File: src/hw/rtl/tfd_pkg.sv
// Shared constants for the range frame deframer.
// No dependencies.
`timescale 1ns / 1ps

package tfd_pkg;

  localparam logic [7:0] SYNC_RANGE   = 8'hA5;
  localparam logic [7:0] SYNC_CONTROL = 8'hA6;

  localparam int RESULT_CAP = 32;
  localparam int CAP_W      = 6;

  localparam int CFG_IDX_W = 2;
  typedef logic [CFG_IDX_W-1:0] cfg_idx_t;

  localparam cfg_idx_t CFG_MIN_VALID = 2'd0;
  localparam cfg_idx_t CFG_MAX_VALID = 2'd1;
  localparam cfg_idx_t CFG_INVALID   = 2'd2;

  localparam logic [15:0] MIN_VALID_RST = 16'd100;
  localparam logic [15:0] MAX_VALID_RST = 16'd4000;
  localparam logic [15:0] INVALID_RST   = 16'd0;

  localparam logic [31:0] SEQ_RST = 32'd1;

endpackage

File: src/hw/rtl/tfd_ram.sv
// Generic single-port-write, single-port-read RAM with registered read.
// No dependencies.
`timescale 1ns / 1ps

module tfd_ram #(
  parameter int WIDTH = 8,
  parameter int DEPTH = 128
) (
  input  logic                     clk_i,
  input  logic                     we_i,
  input  logic [$clog2(DEPTH)-1:0] waddr_i,
  input  logic [WIDTH-1:0]         wdata_i,
  input  logic                     re_i,
  input  logic [$clog2(DEPTH)-1:0] raddr_i,
  output logic [WIDTH-1:0]         rdata_o
);

  logic [WIDTH-1:0] mem [DEPTH];
  logic [WIDTH-1:0] rdata_q;

  always_ff @(posedge clk_i) begin
    if (we_i) begin
      mem[waddr_i] <= wdata_i;
    end
    if (re_i) begin
      rdata_q <= mem[raddr_i];
    end
  end

  assign rdata_o = rdata_q;

endmodule

File: src/hw/rtl/tof_range_frame_deframer.sv
// Range frame deframer top level: circular byte buffer, frame scan and zone emit.
// Depends on tfd_pkg and tfd_ram.
//
//  channel | handshake              | payload
//  --------+------------------------+------------------------------------------
//  in      | in_valid_i/in_stall_o  | mode_i, byte_in_i, now_ms_i
//  out     | out_valid_o/out_stall_i| sensor_index_o .. last_o
//  cfg     | cfg_valid_i/cfg_ready_o| cfg_index_i, cfg_data_i
//
// One transaction at a time; a data byte is written to the buffer, then starts a scan.
// Buffer reads go through the registered RAM port: checksum pass over the frame,
// zone count pass over the zone bytes, two reads per zone to emit. Reset needs no
// clearing pass. Output register lets a new byte enter while the final result waits.
`timescale 1ns / 1ps

module tof_range_frame_deframer #(
  parameter int SENSOR_COUNT        = 2,
  parameter int ZONES_PER_SENSOR    = 16,
  parameter int CONTROL_FRAME_BYTES = 8,
  parameter int BUFFER_BYTES        = 128
) (
  input  logic                  clk_i,
  input  logic                  rst_ni,
  input  logic                  in_valid_i,
  output logic                  in_stall_o,
  input  logic                  mode_i,
  input  logic [7:0]            byte_in_i,
  input  logic [31:0]           now_ms_i,
  output logic                  out_valid_o,
  input  logic                  out_stall_i,
  output logic                  sensor_index_o,
  output logic [3:0]            zone_index_o,
  output logic [15:0]           range_mm_o,
  output logic                  zone_valid_o,
  output logic [5:0]            valid_zone_count_o,
  output logic [31:0]           frame_sequence_o,
  output logic [31:0]           sensor_uptime_ms_o,
  output logic [31:0]           received_ms_o,
  output logic                  last_o,
  input  logic                  cfg_valid_i,
  output logic                  cfg_ready_o,
  input  tfd_pkg::cfg_idx_t     cfg_index_i,
  input  logic [15:0]           cfg_data_i
);
  import tfd_pkg::*;

  localparam int ZT          = SENSOR_COUNT * ZONES_PER_SENSOR;
  localparam int RANGE_BYTES = 6 + 2 * ZT;
  localparam int AW          = $clog2(BUFFER_BYTES);
  localparam int CW          = $clog2(BUFFER_BYTES + 1);
  localparam int SUMW        = CW + 1;
  localparam int NMAX        = (RANGE_BYTES > BUFFER_BYTES) ? RANGE_BYTES : BUFFER_BYTES;
  localparam int NW          = $clog2(NMAX + 1);
  localparam int ZW          = $clog2(ZT + 1);
  localparam int SW          = (SENSOR_COUNT > 1) ? $clog2(SENSOR_COUNT) : 1;

  localparam logic [2:0] ST_IDLE  = 3'd0;
  localparam logic [2:0] ST_HEAD  = 3'd1;
  localparam logic [2:0] ST_HEADW = 3'd2;
  localparam logic [2:0] ST_STRM  = 3'd3;
  localparam logic [2:0] ST_ELO   = 3'd4;
  localparam logic [2:0] ST_EHI   = 3'd5;
  localparam logic [2:0] ST_EOUT  = 3'd6;

  function automatic logic [AW-1:0] wrap_add(logic [AW-1:0] base, logic [CW-1:0] off);
    logic [SUMW-1:0] s;
    s = SUMW'(base) + SUMW'(off);
    if (s >= SUMW'(BUFFER_BYTES)) begin
      s = s - SUMW'(BUFFER_BYTES);
    end
    return s[AW-1:0];
  endfunction

  logic [2:0]      state_q, state_d;
  logic [AW-1:0]   head_q, head_d;
  logic [CW-1:0]   fill_q, fill_d;
  logic            have_up_q, have_up_d;
  logic [31:0]     last_up_q, last_up_d;
  logic [31:0]     next_seq_q, next_seq_d;
  logic [15:0]     min_q, max_q, inv_q;
  logic [31:0]     recv_q, recv_d;
  logic            is_rng_q, is_rng_d;
  logic [NW-1:0]   need_q, need_d;
  logic            pass_cnt_q, pass_cnt_d;
  logic [CW-1:0]   iss_q, iss_d;
  logic [CW-1:0]   end_q, end_d;
  logic            rv_q, rv_d;
  logic [CW-1:0]   roff_q, roff_d;
  logic [7:0]      acc_q, acc_d;
  logic [31:0]     up_q, up_d;
  logic [31:0]     seq_q, seq_d;
  logic            ph_q, ph_d;
  logic [7:0]      lo_q, lo_d;
  logic [ZW-1:0]   cnt_q, cnt_d;
  logic [CAP_W-1:0] step_q, step_d;
  logic [3:0]      zone_q, zone_d;
  logic [SW-1:0]   sens_q, sens_d;
  logic [CW-1:0]   zoff_q, zoff_d;

  logic            out_valid_q;
  logic            out_load;
  logic            sens_ix_q;
  logic [3:0]      zone_ix_q;
  logic [15:0]     range_q;
  logic            zvalid_q;
  logic [5:0]      vcount_q;
  logic [31:0]     oseq_q, oup_q, orecv_q;
  logic            last_q;

  logic            we;
  logic [AW-1:0]   waddr;
  logic            re;
  logic [AW-1:0]   raddr;
  logic [7:0]      rdata;

  logic [15:0]     mm_cnt, mm_emit;
  logic            ok_cnt, ok_emit;
  logic            last_zone;
  logic [31:0]     delta;
  logic            accept;

  tfd_ram #(.WIDTH(8), .DEPTH(BUFFER_BYTES)) u_buf (
    .clk_i   (clk_i),
    .we_i    (we),
    .waddr_i (waddr),
    .wdata_i (byte_in_i),
    .re_i    (re),
    .raddr_i (raddr),
    .rdata_o (rdata)
  );

  assign accept      = in_valid_i && (state_q == ST_IDLE);
  assign in_stall_o  = (state_q != ST_IDLE);
  assign cfg_ready_o = 1'b1;

  assign mm_cnt    = {rdata, lo_q};
  assign ok_cnt    = (mm_cnt >= min_q) && (mm_cnt <= max_q);
  assign mm_emit   = {rdata, lo_q};
  assign ok_emit   = (mm_emit >= min_q) && (mm_emit <= max_q);
  assign last_zone = (sens_q == SW'(SENSOR_COUNT - 1)) && (zone_q == 4'(ZONES_PER_SENSOR - 1));
  assign delta     = up_q - last_up_q;
  assign out_load  = (state_q == ST_EOUT) && (!out_valid_q || !out_stall_i);

  always_comb begin
    state_d    = state_q;
    head_d     = head_q;
    fill_d     = fill_q;
    have_up_d  = have_up_q;
    last_up_d  = last_up_q;
    next_seq_d = next_seq_q;
    recv_d     = recv_q;
    is_rng_d   = is_rng_q;
    need_d     = need_q;
    pass_cnt_d = pass_cnt_q;
    iss_d      = iss_q;
    end_d      = end_q;
    rv_d       = 1'b0;
    roff_d     = roff_q;
    acc_d      = acc_q;
    up_d       = up_q;
    seq_d      = seq_q;
    ph_d       = ph_q;
    lo_d       = lo_q;
    cnt_d      = cnt_q;
    step_d     = step_q;
    zone_d     = zone_q;
    sens_d     = sens_q;
    zoff_d     = zoff_q;
    we         = 1'b0;
    waddr      = wrap_add(head_q, fill_q);
    re         = 1'b0;
    raddr      = head_q;

    case (state_q)
      ST_IDLE: begin
        if (accept) begin
          step_d = '0;
          recv_d = now_ms_i;
          if (mode_i) begin
            fill_d    = '0;
            have_up_d = 1'b0;
          end else begin
            we      = 1'b1;
            state_d = ST_HEAD;
            if (fill_q == CW'(BUFFER_BYTES)) begin
              waddr  = head_q;
              head_d = wrap_add(head_q, CW'(1));
            end else begin
              fill_d = fill_q + CW'(1);
            end
          end
        end
      end
      ST_HEAD: begin
        if (fill_q == '0) begin
          state_d = ST_IDLE;
        end else begin
          re      = 1'b1;
          state_d = ST_HEADW;
        end
      end
      ST_HEADW: begin
        if (rdata != SYNC_RANGE && rdata != SYNC_CONTROL) begin
          head_d  = wrap_add(head_q, CW'(1));
          fill_d  = fill_q - CW'(1);
          state_d = ST_HEAD;
        end else begin
          is_rng_d = (rdata == SYNC_RANGE);
          need_d   = (rdata == SYNC_RANGE) ? NW'(RANGE_BYTES) : NW'(CONTROL_FRAME_BYTES);
          if (NW'(fill_q) < need_d) begin
            state_d = ST_IDLE;
          end else begin
            pass_cnt_d = 1'b0;
            iss_d      = '0;
            end_d      = CW'(need_d - NW'(1));
            acc_d      = '0;
            state_d    = ST_STRM;
          end
        end
      end
      ST_STRM: begin
        if (iss_q <= end_q) begin
          re     = 1'b1;
          raddr  = wrap_add(head_q, iss_q);
          rv_d   = 1'b1;
          roff_d = iss_q;
          iss_d  = iss_q + CW'(1);
        end
        if (rv_q) begin
          if (!pass_cnt_q) begin
            if (roff_q >= CW'(1) && roff_q <= CW'(4)) begin
              up_d = {rdata, up_q[31:8]};
            end
            if (roff_q != end_q) begin
              acc_d = acc_q ^ rdata;
            end else begin
              rv_d = 1'b0;
              if (acc_q != rdata) begin
                head_d  = wrap_add(head_q, CW'(1));
                fill_d  = fill_q - CW'(1);
                state_d = ST_HEAD;
              end else if (!is_rng_q ||
                           (have_up_q && (delta == '0 || delta[31]))) begin
                head_d  = wrap_add(head_q, CW'(need_q));
                fill_d  = fill_q - CW'(need_q);
                state_d = ST_HEAD;
              end else begin
                seq_d      = next_seq_q;
                next_seq_d = next_seq_q + 32'd1;
                pass_cnt_d = 1'b1;
                iss_d      = CW'(5);
                end_d      = CW'(need_q - NW'(2));
                ph_d       = 1'b0;
                cnt_d      = '0;
              end
            end
          end else begin
            ph_d = !ph_q;
            if (!ph_q) begin
              lo_d = rdata;
            end else if (ok_cnt) begin
              cnt_d = cnt_q + ZW'(1);
            end
            if (roff_q == end_q) begin
              rv_d = 1'b0;
              if (cnt_d == '0) begin
                head_d  = wrap_add(head_q, CW'(need_q));
                fill_d  = fill_q - CW'(need_q);
                state_d = ST_HEAD;
              end else begin
                last_up_d = up_q;
                have_up_d = 1'b1;
                zone_d    = '0;
                sens_d    = '0;
                zoff_d    = CW'(5);
                state_d   = ST_ELO;
              end
            end
          end
        end
      end
      ST_ELO: begin
        if (step_q == CAP_W'(RESULT_CAP)) begin
          head_d  = wrap_add(head_q, CW'(need_q));
          fill_d  = fill_q - CW'(need_q);
          state_d = ST_HEAD;
        end else begin
          re      = 1'b1;
          raddr   = wrap_add(head_q, zoff_q);
          state_d = ST_EHI;
        end
      end
      ST_EHI: begin
        lo_d    = rdata;
        re      = 1'b1;
        raddr   = wrap_add(head_q, zoff_q + CW'(1));
        state_d = ST_EOUT;
      end
      ST_EOUT: begin
        if (out_load) begin
          step_d = step_q + CAP_W'(1);
          zoff_d = zoff_q + CW'(2);
          if (last_zone) begin
            head_d  = wrap_add(head_q, CW'(need_q));
            fill_d  = fill_q - CW'(need_q);
            state_d = ST_HEAD;
          end else begin
            if (zone_q == 4'(ZONES_PER_SENSOR - 1)) begin
              zone_d = '0;
              sens_d = sens_q + SW'(1);
            end else begin
              zone_d = zone_q + 4'd1;
            end
            state_d = ST_ELO;
          end
        end
      end
      default: begin
        state_d = ST_IDLE;
      end
    endcase
  end

  always_ff @(posedge clk_i or negedge rst_ni) begin
    if (!rst_ni) begin
      state_q    <= ST_IDLE;
      head_q     <= '0;
      fill_q     <= '0;
      have_up_q  <= 1'b0;
      last_up_q  <= '0;
      next_seq_q <= SEQ_RST;
      rv_q       <= 1'b0;
      step_q     <= '0;
      out_valid_q <= 1'b0;
      min_q      <= MIN_VALID_RST;
      max_q      <= MAX_VALID_RST;
      inv_q      <= INVALID_RST;
    end else begin
      state_q    <= state_d;
      head_q     <= head_d;
      fill_q     <= fill_d;
      have_up_q  <= have_up_d;
      last_up_q  <= last_up_d;
      next_seq_q <= next_seq_d;
      rv_q       <= rv_d;
      step_q     <= step_d;
      if (out_load) begin
        out_valid_q <= 1'b1;
      end else if (!out_stall_i) begin
        out_valid_q <= 1'b0;
      end
      if (cfg_valid_i) begin
        case (cfg_index_i)
          CFG_MIN_VALID: min_q <= cfg_data_i;
          CFG_MAX_VALID: max_q <= cfg_data_i;
          CFG_INVALID:   inv_q <= cfg_data_i;
          default: ;
        endcase
      end
    end
  end

  always_ff @(posedge clk_i) begin
    recv_q     <= recv_d;
    is_rng_q   <= is_rng_d;
    need_q     <= need_d;
    pass_cnt_q <= pass_cnt_d;
    iss_q      <= iss_d;
    end_q      <= end_d;
    roff_q     <= roff_d;
    acc_q      <= acc_d;
    up_q       <= up_d;
    seq_q      <= seq_d;
    ph_q       <= ph_d;
    lo_q       <= lo_d;
    cnt_q      <= cnt_d;
    zone_q     <= zone_d;
    sens_q     <= sens_d;
    zoff_q     <= zoff_d;
    if (out_load) begin
      sens_ix_q <= sens_q[0];
      zone_ix_q <= zone_q;
      range_q   <= ok_emit ? mm_emit : inv_q;
      zvalid_q  <= ok_emit;
      vcount_q  <= cnt_q[5:0];
      oseq_q    <= seq_q;
      oup_q     <= up_q;
      orecv_q   <= recv_q;
      last_q    <= last_zone;
    end
  end

  assign out_valid_o        = out_valid_q;
  assign sensor_index_o     = sens_ix_q;
  assign zone_index_o       = zone_ix_q;
  assign range_mm_o         = range_q;
  assign zone_valid_o       = zvalid_q;
  assign valid_zone_count_o = vcount_q;
  assign frame_sequence_o   = oseq_q;
  assign sensor_uptime_ms_o = oup_q;
  assign received_ms_o      = orecv_q;
  assign last_o             = last_q;

  a_fill_bound: assert property (@(posedge clk_i) disable iff (!rst_ni)
    fill_q <= CW'(BUFFER_BYTES))
    else $error("buffer fill beyond depth");

  a_step_cap: assert property (@(posedge clk_i) disable iff (!rst_ni)
    step_q <= CAP_W'(RESULT_CAP))
    else $error("too many results in one transaction");

  a_rv_strm: assert property (@(posedge clk_i) disable iff (!rst_ni)
    rv_q |-> state_q == ST_STRM)
    else $error("read data pending outside stream pass");

  a_out_src: assert property (@(posedge clk_i) disable iff (!rst_ni)
    $rose(out_valid_q) |-> $past(state_q) == ST_EOUT)
    else $error("result without emit");

endmodule

File: config.mk
export PLATFORM = sky130hd
export DESIGN_NAME = tof_range_frame_deframer
export DESIGN_NICKNAME = d
export VERILOG_FILES = /design/src/hw/rtl/tfd_pkg.sv /design/src/hw/rtl/tfd_ram.sv /design/src/hw/rtl/tof_range_frame_deframer.sv
export SDC_FILE = /design/constraint.sdc
export NUM_CORES = 2
export LEC_CHECK = 0
export BUFFER_PORTS_ARGS = -buffer_cell sky130_fd_sc_hd__buf_2
export CORE_ASPECT_RATIO = 1.25
export CORE_MARGIN = 3
export CORE_UTILIZATION = 60
export DETAILED_ROUTE_END_ITERATION = 12
export GPL_TIMING_DRIVEN = 0
export PLACE_DENSITY = 0.84
export RECOVER_POWER = 50
export REMOVE_ABC_BUFFERS = 1
export SYNTH_ARGS = -nofsm -noshare
export SYNTH_HDL_FRONTEND = slang
export SYNTH_SLANG_ARGS = --single-unit
export TNS_END_PERCENT = 20
File: constraint.sdc
create_clock -name clk_i -period 6.8 [get_ports clk_i]
set_input_delay 1.36 -clock clk_i [delete_from_list [all_inputs] [get_ports clk_i]]
set_output_delay 1.36 -clock clk_i [all_outputs]
set_load 0.005 [all_outputs]
==> metrics <==
outcome=complete, but fails checks; failing checks=capacitance limit, slew limit; pre-CTS setup slack=-677 ps; CTS Hold Bufs=0; count of cell types in the netlist=97; ys async rst share=9.59%; vias post-DR=42959; Yosys reg bits=1450; type of origin of the critical path=register; required time of the critical path=7280 ps; period utilization=99.4%; Final Slew Violations=1280; pwr dens=474 nW/um^2; syn_area_per_cell=12.5 um^2; Worst R2R Path Depth=14; r2r startpoint=state_q[0]; count leader, synth=edfxtp_1; initial drt markers=5827; Overflow after GRT=0; Post-synth top flop=edfxtp_1; Post-Syn Area=62600 um^2; Residual DRC=0; Sequential Area=42900 um^2; area leader, netlist=edfxtp_1; # rows=131; Starting Density=around three fifths; Pre-antenna DRT Iters=9; LEAKAGE=24.6 nW; initial antenna violation count=4; Max transition margin=-215%; die width=295 um; global-route wire length before repair=247000 um; vias in the first global route=between 40000 and 50000; Final min period=~6800 ps; GPL Wtd Cong=0.955; synth cell count leaders=edfxtp_1, nand2_1, nor2_1; largest net degree at the start of global routing=132; fin cells=6559; Post-Syn Instances=4999; CTS Buffer Depth=3; Peak Freq=between 100 and 150 MHz; capture point of the worst reg-to-reg path=u_buf.rdata_o[7]; routed wire length per instance=around 25 um; crit path kind=reg2reg; area of the multi-input gates=approximately 18000 um^2; # clock sinks=1450; Clk pin slew, worst setup/hold paths=60 ps; Ys Warns=0; TritonCTS buffer count=138; final instance area=between 60000 and 70000 um^2; unrepaired setup endpoints after global routing=false; Hold Crit Class=reg2reg; Final Skew=between 30 and 40 ps; io pins=192; Die ar.=108000 um^2; leading post-synthesis cells by cell area=edfxtp_1, nand2_1, dfrtp_1; DR vias/cell=6.55; clock latency at the later pin of the worst-skew pair=between 700 and 800 ps; Area after DPL=around 65000 um^2; CTS tree=done; Tot GR Track Use=30.0%; layout cells sized above 1=9.99%; crit path setup slack, layout=37.8 ps; Hold Crit Start=recv_q[29]; PnR Total Power=0.0329 W; final hold vios=0; filler instances=just under 7000; WL final=165000 um; Die Y=around 370 um; Worst Hold Path Cells=0; crit path max fanout=28; clock root buffer=clkbuf_16; Setup violations, final=0; H-tree levels=4; Slew @ Worst Pin=4730 ps; # nets final=5302; Detail Placement HPWL=about 100000 um; Core Box Area=around 100000 um^2; sequential share of the synthesized area=68.4%; DRT antenna net count=0; R2R Setup Slk=40 ps; max_cap viols=22; Port Buffer Count=190; Hold Path Sink=received_ms_o[29]; Post-synth EDFFs=1311; crit end category=register; Post-Place Cells=6302; VDD IR max=0.475 mV; CP Data Arrival Time=7240 ps; top-area cell type share of the netlist area=a little over three fifths; area grow syn2layout=10.9%
power by group:
part           internal (W)  total (W)  switching, W
registers            0.0103     0.0107      0.000444
clock network       0.00418    0.00750       0.00331
logic               0.00442     0.0147        0.0103
worst max path at each step:
| stage | from | to | cells after the start |
|---|---|---|---|
| after floorplan | state_q[0] | u_buf.rdata_o[5] | 12 |
| after CTS | state_q[0] | u_buf.rdata_o[1] | 14 |
| after global placement | state_q[0] | u_buf.rdata_o[3] | 12 |
| after global routing | state_q[0] | u_buf.rdata_o[7] | 14 |
| after detailed placement | state_q[0] | u_buf.rdata_o[0] | 14 |
| final | state_q[0] | u_buf.rdata_o[7] | 14 |
critical path, stage by stage (launching register included):
cell,delay (ps)
dfrtp_1,770
inv_2,320
nor2_4,560
inv_2,420
nor3_1,430
a31oi_4,200
mux2i_4,370
buf_16,220
buf_16,180
nand3_2,500
a21oi_1,480
nor3_1,120
nor4_1,950
o21ai_0,310
nor4_1,580
layout make-up:
type | count | area share (%)
flip-flops and latches | 1450 | 61.7
repair buffers | 234 | 2.46
clock buffers | 178 | 5.38
inverters | 111 | 0.607
diodes | 3 | 0.0108
multi-input cells | 3181 | 26.5
well taps | 1330 | 2.40
clock inverters | 72 | 0.931
layer usage:
metal  GRT usage, %  vias to the layer above  share of wire [%]
met1           36.3                    20622                 34
li1               -                    18739                  -
met2           49.6                     2943                 49
met5              0                        -                  0
met4           18.5                        0                6.5
met3           6.24                      655                 10
logic make-up after synthesis:
family | after synthesis | share of synthesized area, %
AOI/OAI and AO/OA | 820 | 8.44
xor gates and xnor gates | 99 | 1.41
muxes | 152 | 2.53
other | 1 | 0.00599
and+or+nand+nor | 1984 | 14.2
adders and majority gates | 122 | 2.52
DFF | 1450 | 68.4
buffers and inverters | 371 | 2.49
metrics by stage:
stage	TNS [ps]	hold slack, ps	utilization, %
2_1_floorplan	-83340	400	-
3_3_place_gp	-226890	401	62.4
3_5_place_dp	-4280	405	63.5
4_1_cts	0	417	67.8
5_1_grt	0	425	67.6
6_report	0	403	67.6
sequential cells by signal, indices dropped and copies added, names as in the netlist, 6 cells and up:
| name | flops |
|---|---|
| max_q | 16 |
| last_up_q | 32 |
| zoff_q | 6 |
| frame_sequence_o | 32 |
| lo_q | 8 |
| next_seq_q | 32 |
| inv_q | 16 |
| fill_q | 8 |
| step_q | 6 |
| roff_q | 8 |
| min_q | 16 |
| iss_q | 8 |
| up_q | 32 |
| sensor_uptime_ms_o | 32 |
| recv_q | 32 |
| range_mm_o | 16 |
| u_buf.mem | 1024 |
| acc_q | 8 |
| cnt_q | 6 |
| u_buf.rdata_o | 8 |
| seq_q | 32 |
| received_ms_o | 32 |
| valid_zone_count_o | 6 |
| head_q | 7 |
placed cells by master, fill, tap and decap left out, types with 24 or more instances in the layout:
cell       synthesis  final
clkbuf_1         127     65
inv_1            108    108
mux2_2            51     50
edfxtp_1        1311   1311
xor2_1            30     30
a21oi_1          273    271
mux2i_1          100     99
nor4_1            70     67
nand4_1           51     51
nor2_1           274    270
ha_1             115    115
o21ai_0          140    140
clkbuf_16          0    142
xnor2_1           68     68
dfrtp_1          129    129
clkinv_1           1     24
o22ai_1           32     32
and3_1            84     83
a32oi_1           36     36
nor2b_1           25     25
a31oi_1           53     52
a211oi_1          32     32
buf_2             85    165
clkinv_2           0     24
a21o_1            34     33
nand3_1          272    270
nand2_1         1008    997
nor3_1            81     80
o21bai_1          24     24
timing repair:
| action | CTS | global route |
|---|---|---|
| gates cloned | 2 | 1 |
| endpoints found under the setup margin | 8 | 6 |
| resized for setup | 10 | 9 |
| setup buffers | 0 | 1 |
| pin swaps | 1 | 1 |
No activity file was read; power rests on OpenSTA's default activity.
